$ cat config.mk
export PLATFORM = sky130hd
export DESIGN_NAME = mqtt5_property_parser
export DESIGN_NICKNAME = d
export VERILOG_FILES = /design/src/mqtp_pkg.sv /design/src/mqtp_front.sv /design/src/mqtp_queue.sv /design/src/mqtp_back.sv /design/src/mqtt5_property_parser.sv
export SDC_FILE = /design/constraint.sdc
export NUM_CORES = 1
export LEC_CHECK = 0
export ABC_CLOCK_PERIOD_IN_PS = 9200
export BUFFER_PORTS_ARGS = -buffer_cell sky130_fd_sc_hd__buf_2
export CELL_PAD_IN_SITES_DETAIL_PLACEMENT = 1
export CELL_PAD_IN_SITES_GLOBAL_PLACEMENT = 1
export CORE_AREA = 2 2 167 169
export CTS_BUF_LIST = sky130_fd_sc_hd__clkbuf_16
export DETAILED_ROUTE_END_ITERATION = 12
export DIE_AREA = 0 0 169 171
export HOLD_SLACK_MARGIN = 0.03
export PLACE_DENSITY_LB_ADDON = 0.1
export SLEW_MARGIN = 40
export SYNTH_ARGS = -nofsm -noshare
export SYNTH_HDL_FRONTEND = slang
export SYNTH_HIERARCHICAL = 1
export SYNTH_SLANG_ARGS = --single-unit
$ cat constraint.sdc
create_clock -name clk -period 9.2 [get_ports clk]
set_input_delay 1.84 -clock clk [delete_from_list [all_inputs] [get_ports clk]]
set_output_delay 1.84 -clock clk [all_outputs]
set_load 0.03 [all_outputs]
$ cat src/mqtp_pkg.sv
// ----------------------------------------------------------------------------
// mqtp_pkg
// Types and constants shared by the MQTT v5 property parser modules.
// ----------------------------------------------------------------------------
package mqtp_pkg;

	typedef enum logic [2:0] {
		PH_LEN,
		PH_ID,
		PH_NUM,
		PH_VARINT,
		PH_SLEN_HI,
		PH_SLEN_LO,
		PH_DATA,
		PH_SKIP
	} phase_t;

	typedef enum logic [2:0] {
		CLS_ONE,
		CLS_TWO,
		CLS_FOUR,
		CLS_VARINT,
		CLS_STRING,
		CLS_UNKNOWN
	} id_class_t;

	localparam logic [2:0] KIND_NUM     = 3'd0;
	localparam logic [2:0] KIND_DATA    = 3'd1;
	localparam logic [2:0] KIND_EMPTY   = 3'd2;
	localparam logic [2:0] KIND_VARERR  = 3'd3;
	localparam logic [2:0] KIND_UNKNOWN = 3'd4;

	localparam logic [7:0] ID_PAYLOAD_FORMAT   = 8'd1;
	localparam logic [7:0] ID_MSG_EXPIRY       = 8'd2;
	localparam logic [7:0] ID_CONTENT_TYPE     = 8'd3;
	localparam logic [7:0] ID_RESPONSE_TOPIC   = 8'd8;
	localparam logic [7:0] ID_CORRELATION_DATA = 8'd9;
	localparam logic [7:0] ID_SUB_ID           = 8'd11;
	localparam logic [7:0] ID_SESSION_EXPIRY   = 8'd17;
	localparam logic [7:0] ID_AUTH_METHOD      = 8'd21;
	localparam logic [7:0] ID_AUTH_DATA        = 8'd22;
	localparam logic [7:0] ID_REQ_PROBLEM      = 8'd23;
	localparam logic [7:0] ID_WILL_DELAY       = 8'd24;
	localparam logic [7:0] ID_REQ_RESP_INFO    = 8'd25;
	localparam logic [7:0] ID_REASON_STRING    = 8'd31;
	localparam logic [7:0] ID_RECEIVE_MAX      = 8'd33;
	localparam logic [7:0] ID_TOPIC_ALIAS_MAX  = 8'd34;
	localparam logic [7:0] ID_TOPIC_ALIAS      = 8'd35;
	localparam logic [7:0] ID_USER_PROP        = 8'd38;
	localparam logic [7:0] ID_MAX_PACKET       = 8'd39;

	typedef struct packed {
		logic [2:0]  kind;
		logic [7:0]  prop_id;
		logic [31:0] prop_value;
		logic [7:0]  data_byte;
		logic        pair_second;
		logic        last_of_element;
		logic        block_end;
	} rec_t;

	typedef struct packed {
		logic full;
		logic empty;
	} q_stat_t;

endpackage

$ cat src/mqtp_front.sv
// ----------------------------------------------------------------------------
// mqtp_front
// Byte parser: tracks block length and property state, builds result records.
// ----------------------------------------------------------------------------
module mqtp_front (
	input  logic          clk,
	input  logic          arst_n,
	input  logic          take,
	input  logic [7:0]    in_byte,
	input  logic          frame_start,
	output logic          push,
	output mqtp_pkg::rec_t push_rec
);
	import mqtp_pkg::*;

	phase_t      ph_q;
	logic [27:0] rem_q;
	logic [7:0]  id_q;
	logic [31:0] acc_q;
	logic [15:0] left_q;
	logic [1:0]  sh_q;
	logic        pair_q;

	phase_t      e_ph;
	logic [27:0] e_rem;
	logic [7:0]  e_id;
	logic [31:0] e_acc;
	logic [15:0] e_left;
	logic [1:0]  e_sh;
	logic        e_pair;

	phase_t      n_ph;
	logic [27:0] n_rem;
	logic [7:0]  n_id;
	logic [31:0] n_acc;
	logic [15:0] n_left;
	logic [1:0]  n_sh;
	logic        n_pair;
	logic        clr;

	logic [31:0] acc_vi;
	logic [27:0] rem_dec;
	logic        last_rem;
	logic [15:0] left_dec;
	logic [15:0] slen;
	logic        emit;
	id_class_t   cls;

	function automatic logic [31:0] group_at(input logic [6:0] g, input logic [1:0] sh);
		logic [31:0] r;
		r = '0;
		case (sh)
			2'd0: r = {25'd0, g};
			2'd1: r = {18'd0, g, 7'd0};
			2'd2: r = {11'd0, g, 14'd0};
			default: r = {4'd0, g, 21'd0};
		endcase
		return r;
	endfunction

	function automatic id_class_t classify(input logic [7:0] id);
		id_class_t c;
		c = CLS_UNKNOWN;
		unique case (id) inside
			ID_PAYLOAD_FORMAT, ID_REQ_PROBLEM, ID_REQ_RESP_INFO: c = CLS_ONE;
			ID_RECEIVE_MAX, ID_TOPIC_ALIAS_MAX, ID_TOPIC_ALIAS: c = CLS_TWO;
			ID_MSG_EXPIRY, ID_SESSION_EXPIRY, ID_WILL_DELAY, ID_MAX_PACKET: c = CLS_FOUR;
			ID_SUB_ID: c = CLS_VARINT;
			ID_CONTENT_TYPE, ID_RESPONSE_TOPIC, ID_CORRELATION_DATA, ID_AUTH_METHOD,
			ID_AUTH_DATA, ID_REASON_STRING, ID_USER_PROP: c = CLS_STRING;
			default: c = CLS_UNKNOWN;
		endcase
		return c;
	endfunction

	always_comb begin
		if (frame_start) begin
			e_ph   = PH_LEN;
			e_rem  = '0;
			e_id   = '0;
			e_acc  = '0;
			e_left = '0;
			e_sh   = '0;
			e_pair = 1'b0;
		end else begin
			e_ph   = ph_q;
			e_rem  = rem_q;
			e_id   = id_q;
			e_acc  = acc_q;
			e_left = left_q;
			e_sh   = sh_q;
			e_pair = pair_q;
		end
		acc_vi   = e_acc | group_at(in_byte[6:0], e_sh);
		rem_dec  = e_rem - 28'd1;
		last_rem = (rem_dec == '0);
		left_dec = e_left - 16'd1;
		slen     = {e_left[7:0], in_byte};
		cls      = classify(in_byte);
	end

	// next state
	always_comb begin
		n_ph   = e_ph;
		n_rem  = e_rem;
		n_id   = e_id;
		n_acc  = e_acc;
		n_left = e_left;
		n_sh   = e_sh;
		n_pair = e_pair;
		clr    = 1'b0;
		if (e_ph == PH_LEN) begin
			if (in_byte[7]) begin
				if (e_sh == 2'd3) begin
					clr  = 1'b1;
				end else begin
					n_sh  = e_sh + 2'd1;
					n_acc = acc_vi;
				end
			end else if (acc_vi[27:0] == '0) begin
				clr = 1'b1;
			end else begin
				n_rem = acc_vi[27:0];
				n_acc = '0;
				n_sh  = '0;
				n_ph  = PH_ID;
			end
		end else if (e_rem != '0) begin
			n_rem = rem_dec;
			unique case (e_ph)
				PH_ID: begin
					n_id   = in_byte;
					n_acc  = '0;
					n_sh   = '0;
					n_pair = 1'b0;
					n_left = '0;
					case (cls)
						CLS_ONE: begin
							n_left = 16'd1;
							n_ph   = PH_NUM;
						end
						CLS_TWO: begin
							n_left = 16'd2;
							n_ph   = PH_NUM;
						end
						CLS_FOUR: begin
							n_left = 16'd4;
							n_ph   = PH_NUM;
						end
						CLS_VARINT: n_ph = PH_VARINT;
						CLS_STRING: n_ph = PH_SLEN_HI;
						default:    n_ph = PH_SKIP;
					endcase
				end
				PH_NUM: begin
					n_acc  = {e_acc[23:0], in_byte};
					n_left = left_dec;
					if (left_dec == '0)
						n_ph = PH_ID;
				end
				PH_VARINT: begin
					n_acc = acc_vi;
					if (in_byte[7]) begin
						if (e_sh == 2'd3)
							n_ph = PH_SKIP;
						else
							n_sh = e_sh + 2'd1;
					end else begin
						n_ph = PH_ID;
					end
				end
				PH_SLEN_HI: begin
					n_left = {8'd0, in_byte};
					n_ph   = PH_SLEN_LO;
				end
				PH_SLEN_LO: begin
					n_left = slen;
					if (slen != '0)
						n_ph = PH_DATA;
					else if (e_id == ID_USER_PROP && !e_pair) begin
						n_pair = 1'b1;
						n_ph   = PH_SLEN_HI;
					end else
						n_ph = PH_ID;
				end
				PH_DATA: begin
					n_left = left_dec;
					if (left_dec == '0) begin
						if (e_id == ID_USER_PROP && !e_pair) begin
							n_pair = 1'b1;
							n_ph   = PH_SLEN_HI;
						end else
							n_ph = PH_ID;
					end
				end
				default: ;
			endcase
			if (last_rem)
				clr = 1'b1;
		end
		if (clr) begin
			n_ph   = (e_ph == PH_LEN && in_byte[7]) ? PH_SKIP : PH_LEN;
			n_rem  = '0;
			n_id   = '0;
			n_acc  = '0;
			n_left = '0;
			n_sh   = '0;
			n_pair = 1'b0;
		end
	end

	// result record
	always_comb begin
		emit     = 1'b0;
		push_rec = '0;
		if (e_ph == PH_LEN) begin
			if (in_byte[7] && e_sh == 2'd3) begin
				emit          = 1'b1;
				push_rec.kind = KIND_VARERR;
			end else if (!in_byte[7] && acc_vi[27:0] == '0) begin
				emit               = 1'b1;
				push_rec.kind      = KIND_EMPTY;
				push_rec.block_end = 1'b1;
			end
		end else if (e_rem != '0) begin
			push_rec.block_end = last_rem;
			unique case (e_ph)
				PH_ID: begin
					if (cls == CLS_UNKNOWN) begin
						emit             = 1'b1;
						push_rec.kind    = KIND_UNKNOWN;
						push_rec.prop_id = in_byte;
					end
				end
				PH_NUM: begin
					if (left_dec == '0) begin
						emit                = 1'b1;
						push_rec.kind       = KIND_NUM;
						push_rec.prop_id    = e_id;
						push_rec.prop_value = {e_acc[23:0], in_byte};
					end
				end
				PH_VARINT: begin
					if (in_byte[7] && e_sh == 2'd3) begin
						emit             = 1'b1;
						push_rec.kind    = KIND_VARERR;
						push_rec.prop_id = e_id;
					end else if (!in_byte[7]) begin
						emit                = 1'b1;
						push_rec.kind       = KIND_NUM;
						push_rec.prop_id    = e_id;
						push_rec.prop_value = acc_vi;
					end
				end
				PH_DATA: begin
					emit                     = 1'b1;
					push_rec.kind            = KIND_DATA;
					push_rec.prop_id         = e_id;
					push_rec.data_byte       = in_byte;
					push_rec.pair_second     = e_pair;
					push_rec.last_of_element = (left_dec == '0);
				end
				default: ;
			endcase
		end
		push = take & emit;
	end

	always_ff @(posedge clk or negedge arst_n) begin
		if (!arst_n) begin
			ph_q   <= PH_LEN;
			rem_q  <= '0;
			id_q   <= '0;
			acc_q  <= '0;
			left_q <= '0;
			sh_q   <= '0;
			pair_q <= 1'b0;
		end else if (take) begin
			ph_q   <= n_ph;
			rem_q  <= n_rem;
			id_q   <= n_id;
			acc_q  <= n_acc;
			left_q <= n_left;
			sh_q   <= n_sh;
			pair_q <= n_pair;
		end
	end

endmodule

$ cat src/mqtp_queue.sv
// ----------------------------------------------------------------------------
// mqtp_queue
// Short result queue between the parser and the output stage.
// ----------------------------------------------------------------------------
module mqtp_queue #(
	parameter int DEPTH = 2
) (
	input  logic            clk,
	input  logic            arst_n,
	input  logic            push,
	input  mqtp_pkg::rec_t  push_rec,
	input  logic            pop,
	output mqtp_pkg::rec_t  head,
	output mqtp_pkg::q_stat_t stat
);
	import mqtp_pkg::*;

	localparam int PW = (DEPTH > 1) ? $clog2(DEPTH) : 1;
	localparam int CW = $clog2(DEPTH + 1);
	localparam logic [PW-1:0] LAST = PW'(DEPTH - 1);
	localparam logic [CW-1:0] FULL = CW'(DEPTH);

	rec_t          mem [DEPTH];
	logic [PW-1:0] wr_q;
	logic [PW-1:0] rd_q;
	logic [CW-1:0] cnt_q;

	assign head       = mem[rd_q];
	assign stat.full  = (cnt_q == FULL);
	assign stat.empty = (cnt_q == '0);

	always_ff @(posedge clk) begin
		if (push)
			mem[wr_q] <= push_rec;
	end

	always_ff @(posedge clk or negedge arst_n) begin
		if (!arst_n) begin
			wr_q  <= '0;
			rd_q  <= '0;
			cnt_q <= '0;
		end else begin
			if (push)
				wr_q <= (wr_q == LAST) ? '0 : wr_q + PW'(1);
			if (pop)
				rd_q <= (rd_q == LAST) ? '0 : rd_q + PW'(1);
			if (push && !pop)
				cnt_q <= cnt_q + CW'(1);
			else if (pop && !push)
				cnt_q <= cnt_q - CW'(1);
		end
	end

endmodule

$ cat src/mqtp_back.sv
// ----------------------------------------------------------------------------
// mqtp_back
// Output register: pulls records from the queue and holds them until taken.
// ----------------------------------------------------------------------------
module mqtp_back (
	input  logic              clk,
	input  logic              arst_n,
	input  mqtp_pkg::q_stat_t q_stat,
	input  mqtp_pkg::rec_t    head,
	output logic              pop,
	output logic              out_valid,
	input  logic              out_stall,
	output logic [2:0]        kind,
	output logic [7:0]        prop_id,
	output logic [31:0]       prop_value,
	output logic [7:0]        data_byte,
	output logic              pair_second,
	output logic              last_of_element,
	output logic              block_end
);
	import mqtp_pkg::*;

	logic valid_q;
	rec_t rec_q;

	assign pop = !q_stat.empty && (!valid_q || !out_stall);

	always_ff @(posedge clk or negedge arst_n) begin
		if (!arst_n)
			valid_q <= 1'b0;
		else if (!valid_q || !out_stall)
			valid_q <= !q_stat.empty;
	end

	always_ff @(posedge clk) begin
		if (pop)
			rec_q <= head;
	end

	assign out_valid       = valid_q;
	assign kind            = rec_q.kind;
	assign prop_id         = rec_q.prop_id;
	assign prop_value      = rec_q.prop_value;
	assign data_byte       = rec_q.data_byte;
	assign pair_second     = rec_q.pair_second;
	assign last_of_element = rec_q.last_of_element;
	assign block_end       = rec_q.block_end;

endmodule

$ cat src/mqtt5_property_parser.sv
// ----------------------------------------------------------------------------
// mqtt5_property_parser
// MQTT v5 property block parser: one byte in, at most one result out.
//
//   channel  direction  handshake            payload
//   in       input      in_valid/in_stall    in_byte, frame_start
//   out      output     out_valid/out_stall  kind, prop_id, prop_value,
//                                            data_byte, pair_second,
//                                            last_of_element, block_end
//
// One byte per cycle while in_stall is low; the parser state updates in the
// cycle a byte transfers. A result is queued, then held in the output register.
// in_stall is high while the result queue (QUEUE_DEPTH entries) is full.
// Reset returns the parser to reading a block length; no clearing pass.
// ----------------------------------------------------------------------------
module mqtt5_property_parser #(
	parameter int QUEUE_DEPTH = 2
) (
	input  logic        clk,
	input  logic        arst_n,
	input  logic        in_valid,
	output logic        in_stall,
	input  logic [7:0]  in_byte,
	input  logic        frame_start,
	output logic        out_valid,
	input  logic        out_stall,
	output logic [2:0]  kind,
	output logic [7:0]  prop_id,
	output logic [31:0] prop_value,
	output logic [7:0]  data_byte,
	output logic        pair_second,
	output logic        last_of_element,
	output logic        block_end
);
	import mqtp_pkg::*;

	logic    take;
	logic    q_push;
	rec_t    q_rec;
	logic    q_pop;
	rec_t    q_head;
	q_stat_t q_stat;

	assign in_stall = q_stat.full;
	assign take     = in_valid && !in_stall;

	mqtp_front u_front (
		.clk         (clk),
		.arst_n      (arst_n),
		.take        (take),
		.in_byte     (in_byte),
		.frame_start (frame_start),
		.push        (q_push),
		.push_rec    (q_rec)
	);

	mqtp_queue #(
		.DEPTH (QUEUE_DEPTH)
	) u_queue (
		.clk      (clk),
		.arst_n   (arst_n),
		.push     (q_push),
		.push_rec (q_rec),
		.pop      (q_pop),
		.head     (q_head),
		.stat     (q_stat)
	);

	mqtp_back u_back (
		.clk             (clk),
		.arst_n          (arst_n),
		.q_stat          (q_stat),
		.head            (q_head),
		.pop             (q_pop),
		.out_valid       (out_valid),
		.out_stall       (out_stall),
		.kind            (kind),
		.prop_id         (prop_id),
		.prop_value      (prop_value),
		.data_byte       (data_byte),
		.pair_second     (pair_second),
		.last_of_element (last_of_element),
		.block_end       (block_end)
	);

	a_no_push_full: assert property (@(posedge clk) disable iff (!arst_n)
		q_push |-> !q_stat.full)
		else $error("push into full queue");

	a_queue_stat: assert property (@(posedge clk) disable iff (!arst_n)
		!(q_stat.full && q_stat.empty))
		else $error("queue full and empty");

	a_empty_block: assert property (@(posedge clk) disable iff (!arst_n)
		out_valid && kind == KIND_EMPTY |-> block_end && prop_id == 8'd0)
		else $error("empty block result malformed");

	a_nondata_zero: assert property (@(posedge clk) disable iff (!arst_n)
		out_valid && kind != KIND_DATA |->
		data_byte == 8'd0 && !pair_second && !last_of_element)
		else $error("data fields set on non-data result");

endmodule
# Word-level counts from Yosys, hierarchy flattened

Memory sizes are Yosys's and may differ from the RTL's. A register that Yosys moved wholly into a read port is not among the register bits.
Index checks and enable logic that the tools add are counted.

Memories: 1
Output and inout bits: 56
Register bits after elaboration: 95
Memory bits (writable): 108
Logic and storage cells: 183

Memories:

| name        | depth | width | rd ports | clocked after Yosys merged registers in | wr ports | RTL line         | text |
|---|---|---|---|---|---|---|---|
| u_queue.mem | 2     | 54    | 1        | 1                                       | 1        | mqtp_queue.sv:23 | `rec_t mem [DEPTH];` |

Equal/unequal tests: 34
Reduce and logical (&&, ||, !) cells: 33
Multiplexer cells: 95
Add/sub/neg operators: 7
Bitwise gates (word level): 2

Operators with widths:

| kind                  | count |
|---|---|
| $mux 32               | 8 |
| $mux 28               | 6 |
| $pmux 32 s3           | 1 |
| $pmux 28 s3           | 1 |
| $mux 40               | 2 |
| $mux 16               | 4 |
| $pmux 16 s4           | 1 |
| $pmux 32 s2           | 1 |
| $eq 8x5->1 const B    | 7 |
| $logic_not 28->1      | 2 |
| $mux 54               | 1 |
| $mux 50               | 1 |
| $eq 8x6->1 const B    | 6 |
| $mux 3                | 15 |
| $pmux 11 s4           | 1 |
| $mux 8                | 5 |
| $or 32x28->32         | 1 |
| $reduce_bool 28->1    | 1 |
| $sub 28x1->28 const B | 1 |
| $mux 1                | 27 |
| $eq 8x4->1 const B    | 3 |
| $mux 11               | 2 |
| $mux 2                | 11 |
| $pmux 3 s3            | 2 |
| other kinds (30)      | 61 |

# Logic depth before layout (Yosys ltp)

Gate-level depths: netlist of run 1.

Word-level depth: 14
Gate-level depth with buffers: 23
Depth with buffers taken out: 16

# Modules after synthesis

Netlist of run 1, hierarchy kept.

Modules (own cells, without submodules):

| module                | instances | cells an instance | area an instance (um^2) | seq. area each (um^2) |
|---|---|---|---|---|
| mqtp_front            | 1         | 1123              | 8421.8                  | 2252.2 |
| mqtp_queue            | 1         | 184               | 4332.9                  | 3343.2 |
| mqtp_back             | 1         | 57                | 1661.6                  | 1646.6 |
| mqtt5_property_parser | 1         | 1                 | 13.8                    | 0.0 |

# Least setup slack after synthesis of run 1

No wires, ideal clock.

Path kind: in2reg
From: input port frame_start
To: memory u_queue/mem[0][0] (netlist name), enable pin
Path buffers: 7
Library setup time: 472 ps
Required time: 8728 ps
Setup slack: 639 ps
Stages on the path: 20
Arrival time: 8089 ps
Cell sequence: buf_2 -> inv_1 -> clkbuf_1 -> clkbuf_1 -> buf_1 -> clkbuf_1 -> buf_1 -> nand2_1 -> ha_1 -> clkbuf_1 -> xnor2_1 -> nand3_1 -> nor2_1 -> nand4_1 -> or2_2 -> nor4_1 -> o21ai_0 -> nor2_1 -> o311a_1 -> nor2b_1

Word-level cells in the longest chain between the ends: 12
Elaborated cells between the ends (all ways): 32
Classes of those cells: add/sub: 1; eq/ne: 7; mux: 15; bitwise: 2; reduce/logical: 7

RTL lines:

| element                                               | RTL line                    | text |
|---|---|---|
| from (decl)                                           | mqtt5_property_parser.sv:24 | `input logic frame_start,` |
| branches (longest 8 deep; another with $sub 16x1->16) | -                           |  |
| $mux 1 *                                              | mqtp_front.sv:216           | `if (e_ph == PH_LEN) begin` |
| $and 1x1->1 *                                         | mqtp_front.sv:266           | `push = take & emit;` |
| via q_push                                            | mqtt5_property_parser.sv:38 | `logic q_push;` |
| $mux 1 *                                              | mqtp_queue.sv:33            | `if (push)` |
| $mux 1 (not written as such) *                        | mqtp_queue.sv:34            | `mem[wr_q] <= push_rec;` |
| to (decl)                                             | mqtp_queue.sv:23            |  |

Mark *: on every way through the listed nets, which the timed path passes.

# Final worst setup path of run 1

From: input port frame_start
To: memory u_queue/mem[0][27] (netlist name), enable pin

Same word-level chain as after synthesis.

==> results.md, run 1 <==
* Outcome: finished, final reports clean
* Final GP Congestion at 0.935
* Pin count of the biggest net entering global routing at 67
* Leakage at approximately 0.0059 uW
* Ys async rst share at 37.0%
* Min-Delay Endpoint: u_queue/cnt_q[1]
* IO buf count at slightly below 70
* Clock-pin transition on the worst setup and hold timing paths at around 60 ps
* RSZ-0062 raised after global routing: no
* Final wirelength at between 40000 and 50000 um
* Slew @ Worst Pin at just under 900 ps
* Post-Syn Area per Cell at about 11 um2
* Reg2reg path depth at 13
* Seq cells post-synth at 257
* Setup crit start kind: primary input
* Hold Path Cell Cnt at 1
* VDD IR-drop max at 161 uV
* Post-synth top flop: edfxtp_1
* Number of remaining DRC errors at 0
* First-pass GRT wire length at between 70000 and 80000 um
* Mapped Nets at 1383
* CP required at 9420 ps
* CTS tree: done
* Final setup margin at ~3000 ps
* Top cell by count, worst path: buf_4
* Crit end category: register
* Syn. warnings at 6
* # setup viols final at 0
* H-tree depth at 1
* WS Path Type: in -> reg
* # Max-Cap Violations at 0
* Met1 usage at 44.5%
* Via count at ~12000
* Design area at 15800 um2
* Netlist cell types at 90
* P&R area growth vs syn at 9.79%
* CP bufs+invs at 4
* Number of synthesized flops with an enable pin at 162
* Met3 Usage GRT at under 10%
* Fin nets at 1391
* Final Critical Period at between 6000 and 7000 ps
* Post-CTS setup buffer count at 0
* Total GRT Usage at 32.3%
* Fin crit share at roughly 66%
* Cells after synthesis at about 1400
* # hold bufs at CTS at 0
* PD cells at 326 nW/um2
* Clock latency on the worst-skew pair at 550 ps
* Grt total ovfl at 0
* Row Count at 61
* Met2 Track Usage GR at around 52%
* TritonCTS buffer count at 27
* Syn Std Cell Area at about 14000 um2
* ANT cells at 0
* Share of cells above drive strength 1 at ~17%
* Filler cell count at 2920
* DP Cell Count at between 1500 and 2000
* Grt peak-use layer: met2
* Crit path max-delay family: compound AO/OA/AOI/OAI gates
* Worst-case clock buffer depth at 3
* DR pass1 iterations at 7
* CTS root buffer: clkbuf_16
* RR Endpoint: u_queue/mem[0][27]
* DP Area at about 15000 um2
* R2R Setup Slk at approximately 4300 ps
* Worst path max stage delay at roughly 760 ps
* Reg-to-reg startpoint: u_front/left_q[1]
* Critical path arrival at 6330 ps
* Headroom to the max-slew limit at about two fifths
* Critical path, cell by cell: buf_2 > buf_4 > nor2b_1 > a21oi_1 > nand4_1 > a2111oi_1 > nand2_1 > o211ai_1 > o311a_1 > nor2b_4 > buf_16 > buf_4
* # IOs at just under 70
* Dpl ws at between 2000 and 3000 ps
* 1st-iter DRT viols at roughly 1200
* Core area at between 20000 and 30000 um2
* Die Y at 171 um
* Wire length per cell at around 27 um
* Layout Cells excl Fill at 1740
* Antenna Nets Post-Route at 0
* Post-DR vias/cell at a little under 7
* Clk sink count at around 260
* Initial Utilization at 52.8%
* Setup TNS at 0 ps
* Post-detail-place hpwl at around 31000 um
* Share of the yosys chip area belonging to registers at between 50% and 60%
* Vias in the first global route at 12100
* Die Wd at ~170 um
* Antenna violations before repair at 1
* Skew final at 17.8 ps
* Die area at between 20000 and 30000 um2
* Critical-path top delay cell: a2111oi_1
* Fmax at between 150 and 200 MHz
* Hold Crit Start: u_queue/cnt_q[1]
* Crit Path Max Fanout at 60
* Max-slew violations at 0
* PostCTS Resize Cnt at 0
* Final hold viol count at 0
* Hold WC Path Type: reg -> reg
## per-stage QoR
stage          hold WS, ps  utilization, %  power [uW]
6_report               498            58.0        5160
5_1_grt                520            58.0        5420
4_1_cts                494            57.9        5140
3_5_place_dp           480            54.7        4040
3_3_place_gp           477            54.4        3970
2_1_floorplan          449               -        3460
## layout make-up
class	count	area, um2	share of cell area, %
Timing Repair Buffer	94	594	3.75
Sequential cell	257	7250	45.7
Tap cell	346	433	2.73
Clock buffer	27	676	4.26
Clock inverter	23	195	1.23
Multi-Input combinational cell	963	6590	41.6
Inverter	30	113	0.711
## report_power, final
part           total, uW  switching (uW)  internal (uW)
registers           1860             307           1560
clock network       1080             481            600
logic               2220            1430            788
## sequential cells by signal, indices dropped and copies added, names as in the netlist, 3 cells and up
register / cells
u_back/prop_id: 8
u_back/data_byte: 8
u_front/id_q: 8
u_back/prop_value: 32
u_front/left_q: 16
u_back/kind: 3
u_queue/mem: 108
u_front/rem_q: 28
u_front/acc_q: 32
u_front/ph_q: 3
## cell usage after synthesis, types with 7 or more instances
cell | number | share of area [%]
o22ai_1 | 24 | 1.0
nand3_1 | 26 | 0.90
nand2b_1 | 15 | 0.65
or4_1 | 9 | 0.47
o211ai_1 | 9 | 0.47
clkbuf_1 | 70 | 1.8
inv_1 | 30 | 0.78
o2bb2ai_1 | 15 | 0.91
buf_2 | 20 | 0.69
a22o_1 | 37 | 2.2
a2111oi_0 | 12 | 0.73
edfxtp_1 | 162 | 34
dfrtp_1 | 95 | 16
o31ai_1 | 14 | 0.73
o32ai_1 | 9 | 0.55
o22ai_2 | 10 | 0.87
a32o_1 | 16 | 1.1
o21ai_0 | 61 | 2.1
xnor2_1 | 10 | 0.61
nor3_1 | 32 | 1.1
xor2_1 | 7 | 0.42
a22oi_1 | 34 | 1.8
a211oi_1 | 7 | 0.36
mux2_4 | 49 | 5.1
or3_1 | 8 | 0.35
a21oi_1 | 101 | 3.5
and2_1 | 12 | 0.52
nand4_1 | 13 | 0.56
and3_1 | 8 | 0.35
buf_1 | 13 | 0.34
a21o_1 | 7 | 0.36
a31oi_1 | 13 | 0.56
mux2i_1 | 19 | 1.3
mux2_2 | 8 | 0.62
nor2_1 | 139 | 3.6
nor2b_1 | 30 | 1.3
nand2_1 | 90 | 2.3
nor4_1 | 16 | 0.69
## worst max path at each step
| stage | start | end | slack [ps] | cells after the start |
|---|---|---|---|---|
| 2_1_floorplan | frame_start | u_queue/mem[0][0] | 640 | 20 |
| 3_3_place_gp | frame_start | u_queue/mem[0][23] | 2620 | 14 |
| 3_5_place_dp | frame_start | u_queue/mem[1][22] | 2740 | 14 |
| 4_1_cts | frame_start | u_queue/mem[1][30] | 3230 | 11 |
| 5_1_grt | frame_start | u_queue/mem[1][31] | 2750 | 14 |
| 6_report | frame_start | u_queue/mem[0][27] | 3090 | 12 |
## cells by family after synthesis
| family | synth area share, % |
|---|---|
| AND/OR/NAND/NOR | 15.3 |
| AO/OA/AOI/OAI | 21.2 |
| flip-flops | 50.2 |
| buffers and inverters | 4.80 |
| multiplexers | 7.04 |
| XOR/XNOR | 1.03 |
| adder cells (fa/ha/maj) | 0.434 |
## placed cells by master (no fill, tap or decap), drive strengths merged, types with 35 or more instances in the layout
master  synthesis  final
nor3           35     35
inv            30     36
mux2           57     57
dfrtp          95     95
o21ai          63     63
a22o           37     37
buf            44     94
nor2          139    139
nand2          91     91
edfxtp        162    162
a21oi         101    101
## layer usage
metal	routed length, um	share of wire (%)	vias up
met3	3650	7.9	115
met2	21500	46	553
met1	19800	43	5929
met4	1500	3.2	2
met5	13	0.028	-
li1	-	-	5242
No activity file was read; power rests on OpenSTA's default activity.
==> inputs of run 2 (changes only) <==
--- a/config.mk
+++ b/config.mk
@@ -5,14 +5,14 @@
 export SDC_FILE = /design/constraint.sdc
 export NUM_CORES = 1
 export LEC_CHECK = 0
-export ABC_CLOCK_PERIOD_IN_PS = 9200
+export ABC_CLOCK_PERIOD_IN_PS = 5400
 export BUFFER_PORTS_ARGS = -buffer_cell sky130_fd_sc_hd__buf_2
 export CELL_PAD_IN_SITES_DETAIL_PLACEMENT = 1
 export CELL_PAD_IN_SITES_GLOBAL_PLACEMENT = 1
-export CORE_AREA = 2 2 167 169
+export CORE_AREA = 2 2 183 185
 export CTS_BUF_LIST = sky130_fd_sc_hd__clkbuf_16
 export DETAILED_ROUTE_END_ITERATION = 12
-export DIE_AREA = 0 0 169 171
+export DIE_AREA = 0 0 185 187
 export HOLD_SLACK_MARGIN = 0.03
 export PLACE_DENSITY_LB_ADDON = 0.1
 export SLEW_MARGIN = 40
==> constraint.sdc (replaced) <==
create_clock -name clk -period 5.4 [get_ports clk]
set_input_delay 1.08 -clock clk [delete_from_list [all_inputs] [get_ports clk]]
set_output_delay 1.08 -clock clk [all_outputs]
set_load 0.03 [all_outputs]
==> run 2 against run 1 <==
Compared with the run above:
- core utilization shrank 8.8 points
- wire length increased by 1.9%
- critical endpoint is now u_queue/mem[0][31]
- highest routed layer is now met4
- critical path depth rose by 3
- register-to-register slack worse by 3000 ps
- clock skew increased by 14 ps
- first-iteration DRC count fell by 21%
- critical path type unchanged
- via count decreased by 0.58%
- clock-buffer cell count rose by 2
- global-route usage shrank 4.9 points
- worst hold slack lost 13 ps
==> results.md, run 2 (synthesized netlist as in run 1, its figures left out) <==
* ANT cells at 0 (unchanged)
* # Max-Cap Violations at 0 (unchanged)
* Clk sink count at 257 (unchanged)
* Multi-input logic area at 6560 um2 (-0.40%)
* Antenna Nets Post-Route at 0 (unchanged)
* VDD IR-drop max at 294 uV (+82%)
* Row Count at 67 (+9.8%)
* Antenna violations before repair at 0 (-1)
* # setup viols final at 0 (unchanged)
* Setup crit start kind: primary input
* R2R Setup Slk at 1210 ps (-3040 ps)
* Most flops, register: u_queue/mem
* Fmax at 214 MHz
* First-pass GRT wire length at 73200 um (+1.2%)
* Final wirelength at 47400 um (+1.9%)
* Final GP Congestion at 0.919 (-1.7%)
* Via count at 11800 (-0.58%)
* Slew @ Worst Pin at 819 ps (-57.3 ps)
* PD cells at 548 nW/um2 (+68%)
* Skew final at 31.9 ps (+14.1 ps)
* Post-detail-place hpwl at 32200 um (+4.6%)
* Post-DR vias/cell at 6.27 (-7.9%)
* Filler cell count at 3600 (+23%)
* # IOs at 69 (unchanged)
* Final hold viol count at 0 (unchanged)
* Headroom to the max-slew limit at 44.8% (+3.8 points)
* Reg-to-reg startpoint: u_front/rem_q[10]
* Setup TNS at 0 ps (unchanged)
* Crit Path Max Fanout at 54 (-10%)
* H-tree depth at 1 (unchanged)
* Total GRT Usage at 27.4% (-4.9 points)
* Die Wd at 185 um (+9.5%)
* RR Endpoint: u_front/left_q[14]
* Outcome: finished, final reports clean
* TritonCTS buffer count at 29 (+7.4%)
* Number of remaining DRC errors at 0 (unchanged)
* DR pass1 iterations at 5 (-2)
* Hold Path Cell Cnt at 1 (unchanged)
* IO buf count at 68 (unchanged)
* Max-slew violations at 0 (unchanged)
* PostCTS Resize Cnt at 0 (unchanged)
* 1st-iter DRT viols at 954 (-21%)
* FF/Latch Area at 7250 um2 (unchanged)
* Clock-pin transition on the worst setup and hold timing paths at 60 ps (about the same)
* Post-CTS setup buffer count at 0 (unchanged)
* Final Critical Period at between 4000 and 5000 ps
* Max reg flops at 108 (unchanged)
* RSZ-0062 raised after global routing: no
* Die area at 34600 um2 (+20%)
* WS Path Type: in -> reg
* Commonest non-fill, non-tap cells in the layout: 162 x edfxtp_1, 138 x nor2_1, 99 x a21oi_1, 94 x dfrtp_1, 90 x nand2_1
* Share of cells above drive strength 1 at 18.2% (+0.82 points)
* Core area at 32900 um2 (+20%)
* Fin util at 49.2% (-8.8 points)
* Min-Delay Endpoint: u_front/acc_q[15]
* Leakage at 0.00607 uW (+3.1%)
* Die Y at 187 um (+9.4%)
* Initial Utilization at 43.9% (-8.9 points)
* Hold Crit Start: u_front/acc_q[15]
* Crit. Startpoint: frame_start
* P&R area growth vs syn at 12.0%
* Fin crit share at 86.7%
* Reg2reg path depth at 9 (-4)
* Hold WC Path Type: reg -> reg
* Wire length per cell at 25.2 um (-5.5%)
* Grt total ovfl at 0 (unchanged)
* CP required at 5620 ps (-3800 ps)
* Critical path arrival at 4900 ps (-1430 ps)
* Worst-case clock buffer depth at 3 (unchanged)
* Crit end category: register
* Commonest non-fill, non-tap cell in the layout: edfxtp_1
* Fin nets at 1426 (+2.5%)
* Clock latency on the worst-skew pair at 580 ps (+30 ps)
* # hold bufs at CTS at 0 (unchanged)
* CTS tree: done
* Vias in the first global route at 12000 (-0.63%)
* CTS root buffer: clkbuf_16
* Pin count of the biggest net entering global routing at 59 (-12%)
[run 2: worst max-delay path, stage by stage]
cell and delay [ps]:
buf_2 350, inv_1 120, buf_4 260, nand2_1 160, ha_1 410, o21ai_2 210, or4_1 530, a31oi_2 270
nand2b_1 130, nor4_4 290, o21ai_1 130, nor2_1 150, o311a_1 250, nor2b_4 200, buf_12 300
[run 2: final cells by class]
class,count,area share (%)
clock inverters,24,0.836
flip-flops and latches,257,44.8
multi-input cells,963,40.6
well taps,448,3.47
repair buffers,127,5.12
inverters,30,0.697
clock buffers,29,4.49
[run 2: worst max-delay path by stage]
stage,slack (ps),endpoint,depth (start not counted)
2_1_floorplan,8,u_queue/mem[0][0],19
5_1_grt,520,u_queue/mem[0][31],15
6_report,720,u_queue/mem[0][31],15
3_5_place_dp,210,u_queue/mem[0][22],15
4_1_cts,790,u_queue/mem[0][27],15
3_3_place_gp,390,u_queue/mem[1][25],14
[run 2: per-layer routing]
metal | part of all wire [%] | vias up | global-route usage [%]
met3 | 6.0 | 103 | 4.48
met4 | 3.4 | 0 | 9.25
met2 | 46 | 394 | 43.0
met1 | 45 | 5955 | 38.7
met5 | 0 | - | 0
li1 | - | 5320 | -
[run 2: stage by stage]
stage | worst slack (ps) | power (uW) | hold slack [ps] | area (um2) | instances
after floorplan | 8.41 | 5920 | 449 | 14500 | 1365
after global placement | 392 | 6950 | 466 | 15300 | 1824
after detailed placement | 210 | 7030 | 468 | 15300 | 1825
after CTS | 795 | 8870 | 486 | 16200 | 1878
after global routing | 521 | 9350 | 516 | 16200 | 1878
final | 717 | 8860 | 485 | 16200 | 1878
[run 2: power breakdown]
| group | internal, uW | leakage [uW] | total (uW) | switching, uW |
|---|---|---|---|---|
| combinational | 1410 | 0.00282 | 3860 | 2460 |
| sequential | 2650 | 0.00279 | 3190 | 542 |
| clock | 1010 | 0.000462 | 1800 | 790 |
==> inputs of run 3 (changes only) <==
--- a/config.mk
+++ b/config.mk
@@ -5,14 +5,14 @@
 export SDC_FILE = /design/constraint.sdc
 export NUM_CORES = 1
 export LEC_CHECK = 0
-export ABC_CLOCK_PERIOD_IN_PS = 5400
+export ABC_CLOCK_PERIOD_IN_PS = 4560
 export BUFFER_PORTS_ARGS = -buffer_cell sky130_fd_sc_hd__buf_2
 export CELL_PAD_IN_SITES_DETAIL_PLACEMENT = 1
 export CELL_PAD_IN_SITES_GLOBAL_PLACEMENT = 1
-export CORE_AREA = 2 2 183 185
+export CORE_AREA = 2 2 183 167
 export CTS_BUF_LIST = sky130_fd_sc_hd__clkbuf_16
 export DETAILED_ROUTE_END_ITERATION = 12
-export DIE_AREA = 0 0 185 187
+export DIE_AREA = 0 0 185 169
 export HOLD_SLACK_MARGIN = 0.03
 export PLACE_DENSITY_LB_ADDON = 0.1
 export SLEW_MARGIN = 40
==> constraint.sdc (replaced) <==
create_clock -name clk -period 4.56 [get_ports clk]
set_input_delay 0.912 -clock clk [delete_from_list [all_inputs] [get_ports clk]]
set_output_delay 0.912 -clock clk [all_outputs]
set_load 0.03 [all_outputs]
==> run 3 against run 2 <==
Compared with the run above:
- power increased by 20%
- combinational power increased by 23%
- via count increased by 3.2%
- largest power group unchanged
- critical endpoint is now u_front/acc_q[30]
- register-to-register slack got worse by 610 ps
- clock-buffer cell count unchanged
- critical path depth decreased by 5
- non-clock buffer count increased by 34
- final cell count decreased by 0.53%
- core utilization increased by 6.8 points
- sequential power increased by 17%
- cell area increased by 1.8%
- clock power increased by 21%
==> results.md, run 3 (synthesized netlist as in run 1, its figures left out) <==
* Final hold viol count at 0 (unchanged)
* WS Path Type: reg -> reg
* ANT cells at 0 (unchanged)
* Critical-path top delay cell: or4_4
* Antenna Nets Post-Route at 0 (unchanged)
* RSZ-0062 raised after global routing: no
* Die area at 31300 um2 (-9.6%)
* Die Wd at 185 um (unchanged)
* First-pass GRT wire length at 74900 um (+2.3%)
* CTS tree: done
* 1st-iter DRT viols at 1278 (+34%)
* Post-CTS setup buffer count at 0 (unchanged)
* DR pass1 iterations at 5 (unchanged)
* Worst-case clock buffer depth at 3 (unchanged)
* Final wirelength at 48400 um (+2.1%)
* Skew final at 20.0 ps (-11.9 ps)
* Dpl ws at 19.5 ps (-191 ps)
* Commonest non-fill, non-tap cells in the layout: 162 x edfxtp_1, 138 x nor2_1, 99 x a21oi_1, 94 x dfrtp_1, 89 x nand2_1
* Min Hold Slack at 313 ps (-171 ps)
* CP bufs+invs at 1 (-3)
* Post-detail-place hpwl at 33500 um (+4.0%)
* Hold WC Path Type: in -> async
* Slew @ Worst Pin at 877 ps (+58.2 ps)
* Critical path, cell by cell: or4_4 > nor4_4 > nand3b_1 > mux2i_1 > nor3_1 > and4_4 > nor3_4 > clkbuf_8 > a31o_4 > a32o_1
* Crit path max-delay family: simple AND/OR/NAND/NOR gates
* Pin count of the biggest net entering global routing at 64 (+8.5%)
* Fmax at 253 MHz
* Clock-pin transition on the worst setup and hold timing paths at 60 ps (about the same)
* CP required at 5010 ps (-610 ps)
* Worst path max stage delay at 690 ps (+160 ps)
* Setup crit start kind: register
* # setup viols final at 0 (unchanged)
* Max-slew violations at 0 (unchanged)
* PD cells at 648 nW/um2 (+18%)
* Post-DR vias/cell at 6.50 (+3.7%)
* Critical path arrival at 4400 ps (-500 ps)
* Clk sink count at 257 (unchanged)
* Grt total ovfl at 0 (unchanged)
* Crit end category: register
* Final Critical Period at between 3000 and 4000 ps
* Wire length per cell at 25.9 um (+2.7%)
* Fin crit share at between 80 and 90%
* Outcome: finished, final reports clean
* Die Y at 169 um (-9.6%)
* Number of remaining DRC errors at 0 (unchanged)
* PostCTS Resize Cnt at 0 (unchanged)
* Fin nets at 1460 (+2.4%)
* P&R area growth vs syn at 14.1%
* Commonest non-fill, non-tap cell in the layout: edfxtp_1
* # Max-Cap Violations at 0 (unchanged)
* Core area at 29400 um2 (-10%)
* CTS root buffer: clkbuf_16
* # hold bufs at CTS at 0 (unchanged)
* Clock latency on the worst-skew pair at 580 ps (about the same)
* Via count at 12100 (+3.2%)
* Initial Utilization at 49.0% (+5.1 points)
* Antenna violations before repair at 1 (+1)
* IO buf count at 68 (unchanged)
* # IOs at 69 (unchanged)
* Leakage at 0.00627 uW (+3.3%)
* Final setup margin at 604 ps (-113 ps)
* Share of cells above drive strength 1 at 20.7% (+2.5 points)
* Headroom to the max-slew limit at 41.4% (-3.4 points)
* Most flops, register: u_queue/mem
* H-tree depth at 1 (unchanged)
* TritonCTS buffer count at 29 (unchanged)
* Crit Path Max Fanout at 13 (-76%)
* Design area at 16500 um2 (+1.8%)
* Final GP Congestion at 0.940 (+2.2%)
* Row Count at 60 (-10%)
* Filler cell count at 3234 (-10%)
* VDD IR-drop max at 334 uV (+14%)
* Total GRT Usage at 31.1% (+3.7 points)
* Vias in the first global route at 12400 (+2.9%)
* DP Area at 15600 um2 (+1.7%)
* Max reg flops at 108 (unchanged)
==> run 3: cell count changes in the layout (fill, tap and decap cells not counted), moves of 2 or more <==
cell,delta
inv_1,-5
clkinv_2,+5
buf_12,+3
clkinv_4,+2
buf_4,+31
==> run 3: metal layers <==
| layer | vias to the layer above | track usage (%) | wire length [um] |
|---|---|---|---|
| met4 | 2 | 10.4 | 1580 |
| met3 | 95 | 4.71 | 3190 |
| li1 | 5369 | - | - |
| met1 | 6205 | 43.7 | 21300 |
| met2 | 472 | 49.4 | 22400 |
| met5 | - | 0 | 12 |
==> run 3: final cells by class <==
| cell class | instances | area, um2 | share of cell area (%) |
|---|---|---|---|
| clock inverters | 25 | 155 | 0.942 |
| clock buffers | 29 | 726 | 4.41 |
| multi-input cells | 963 | 6590 | 40.0 |
| well taps | 403 | 504 | 3.06 |
| flip-flops and latches | 257 | 7250 | 44.0 |
| inverters | 30 | 118 | 0.714 |
| repair buffers | 161 | 1130 | 6.85 |
==> run 3: worst paths after layout <==
check / start / endpoint / slack (ps) / cells past startpoint
worst min-delay path: arst_n / u_front/left_q[9] / 310 / 1
max in group asynchronous: arst_n / u_front/acc_q[4] / 3440 / 2
worst max-delay path: u_front/rem_q[5] / u_front/acc_q[30] / 600 / 10
min in group clk: u_front/acc_q[15] / u_front/acc_q[15] / 490 / 1
worst max register to register: u_front/rem_q[5] / u_front/acc_q[30] / 600 / 10
worst min register to register: u_front/acc_q[15] / u_front/acc_q[15] / 490 / 1
==> run 3: where the power goes <==
part	switching (uW)	leakage, uW	internal [uW]
Sequential	593	0.00279	3140
Combinational	2990	0.00302	1770
Clock	962	0.000461	1210
Total	4550	0.00627	6120
==> run 3: per-stage QoR <==
stage	utilization (%)	power, uW	instances	TNS [ps]
floorplan	-	7030	1365	-27520
global placement	52.8	8290	1812	0
detailed placement	52.9	8430	1813	0
CTS	55.9	10600	1867	0
global route	55.9	11200	1868	0
finish	55.9	10700	1868	0
==> run 3: worst register-to-register path, stage by stage, from the launching register on <==
cell      delay, ps
dfrtp_1         520
or4_4           690
nor4_4          560
nand3b_1        180
mux2i_1         190
nor3_1          550
and4_4          370
nor3_4           80
clkbuf_8        220
a31o_4          270
a32o_1          200
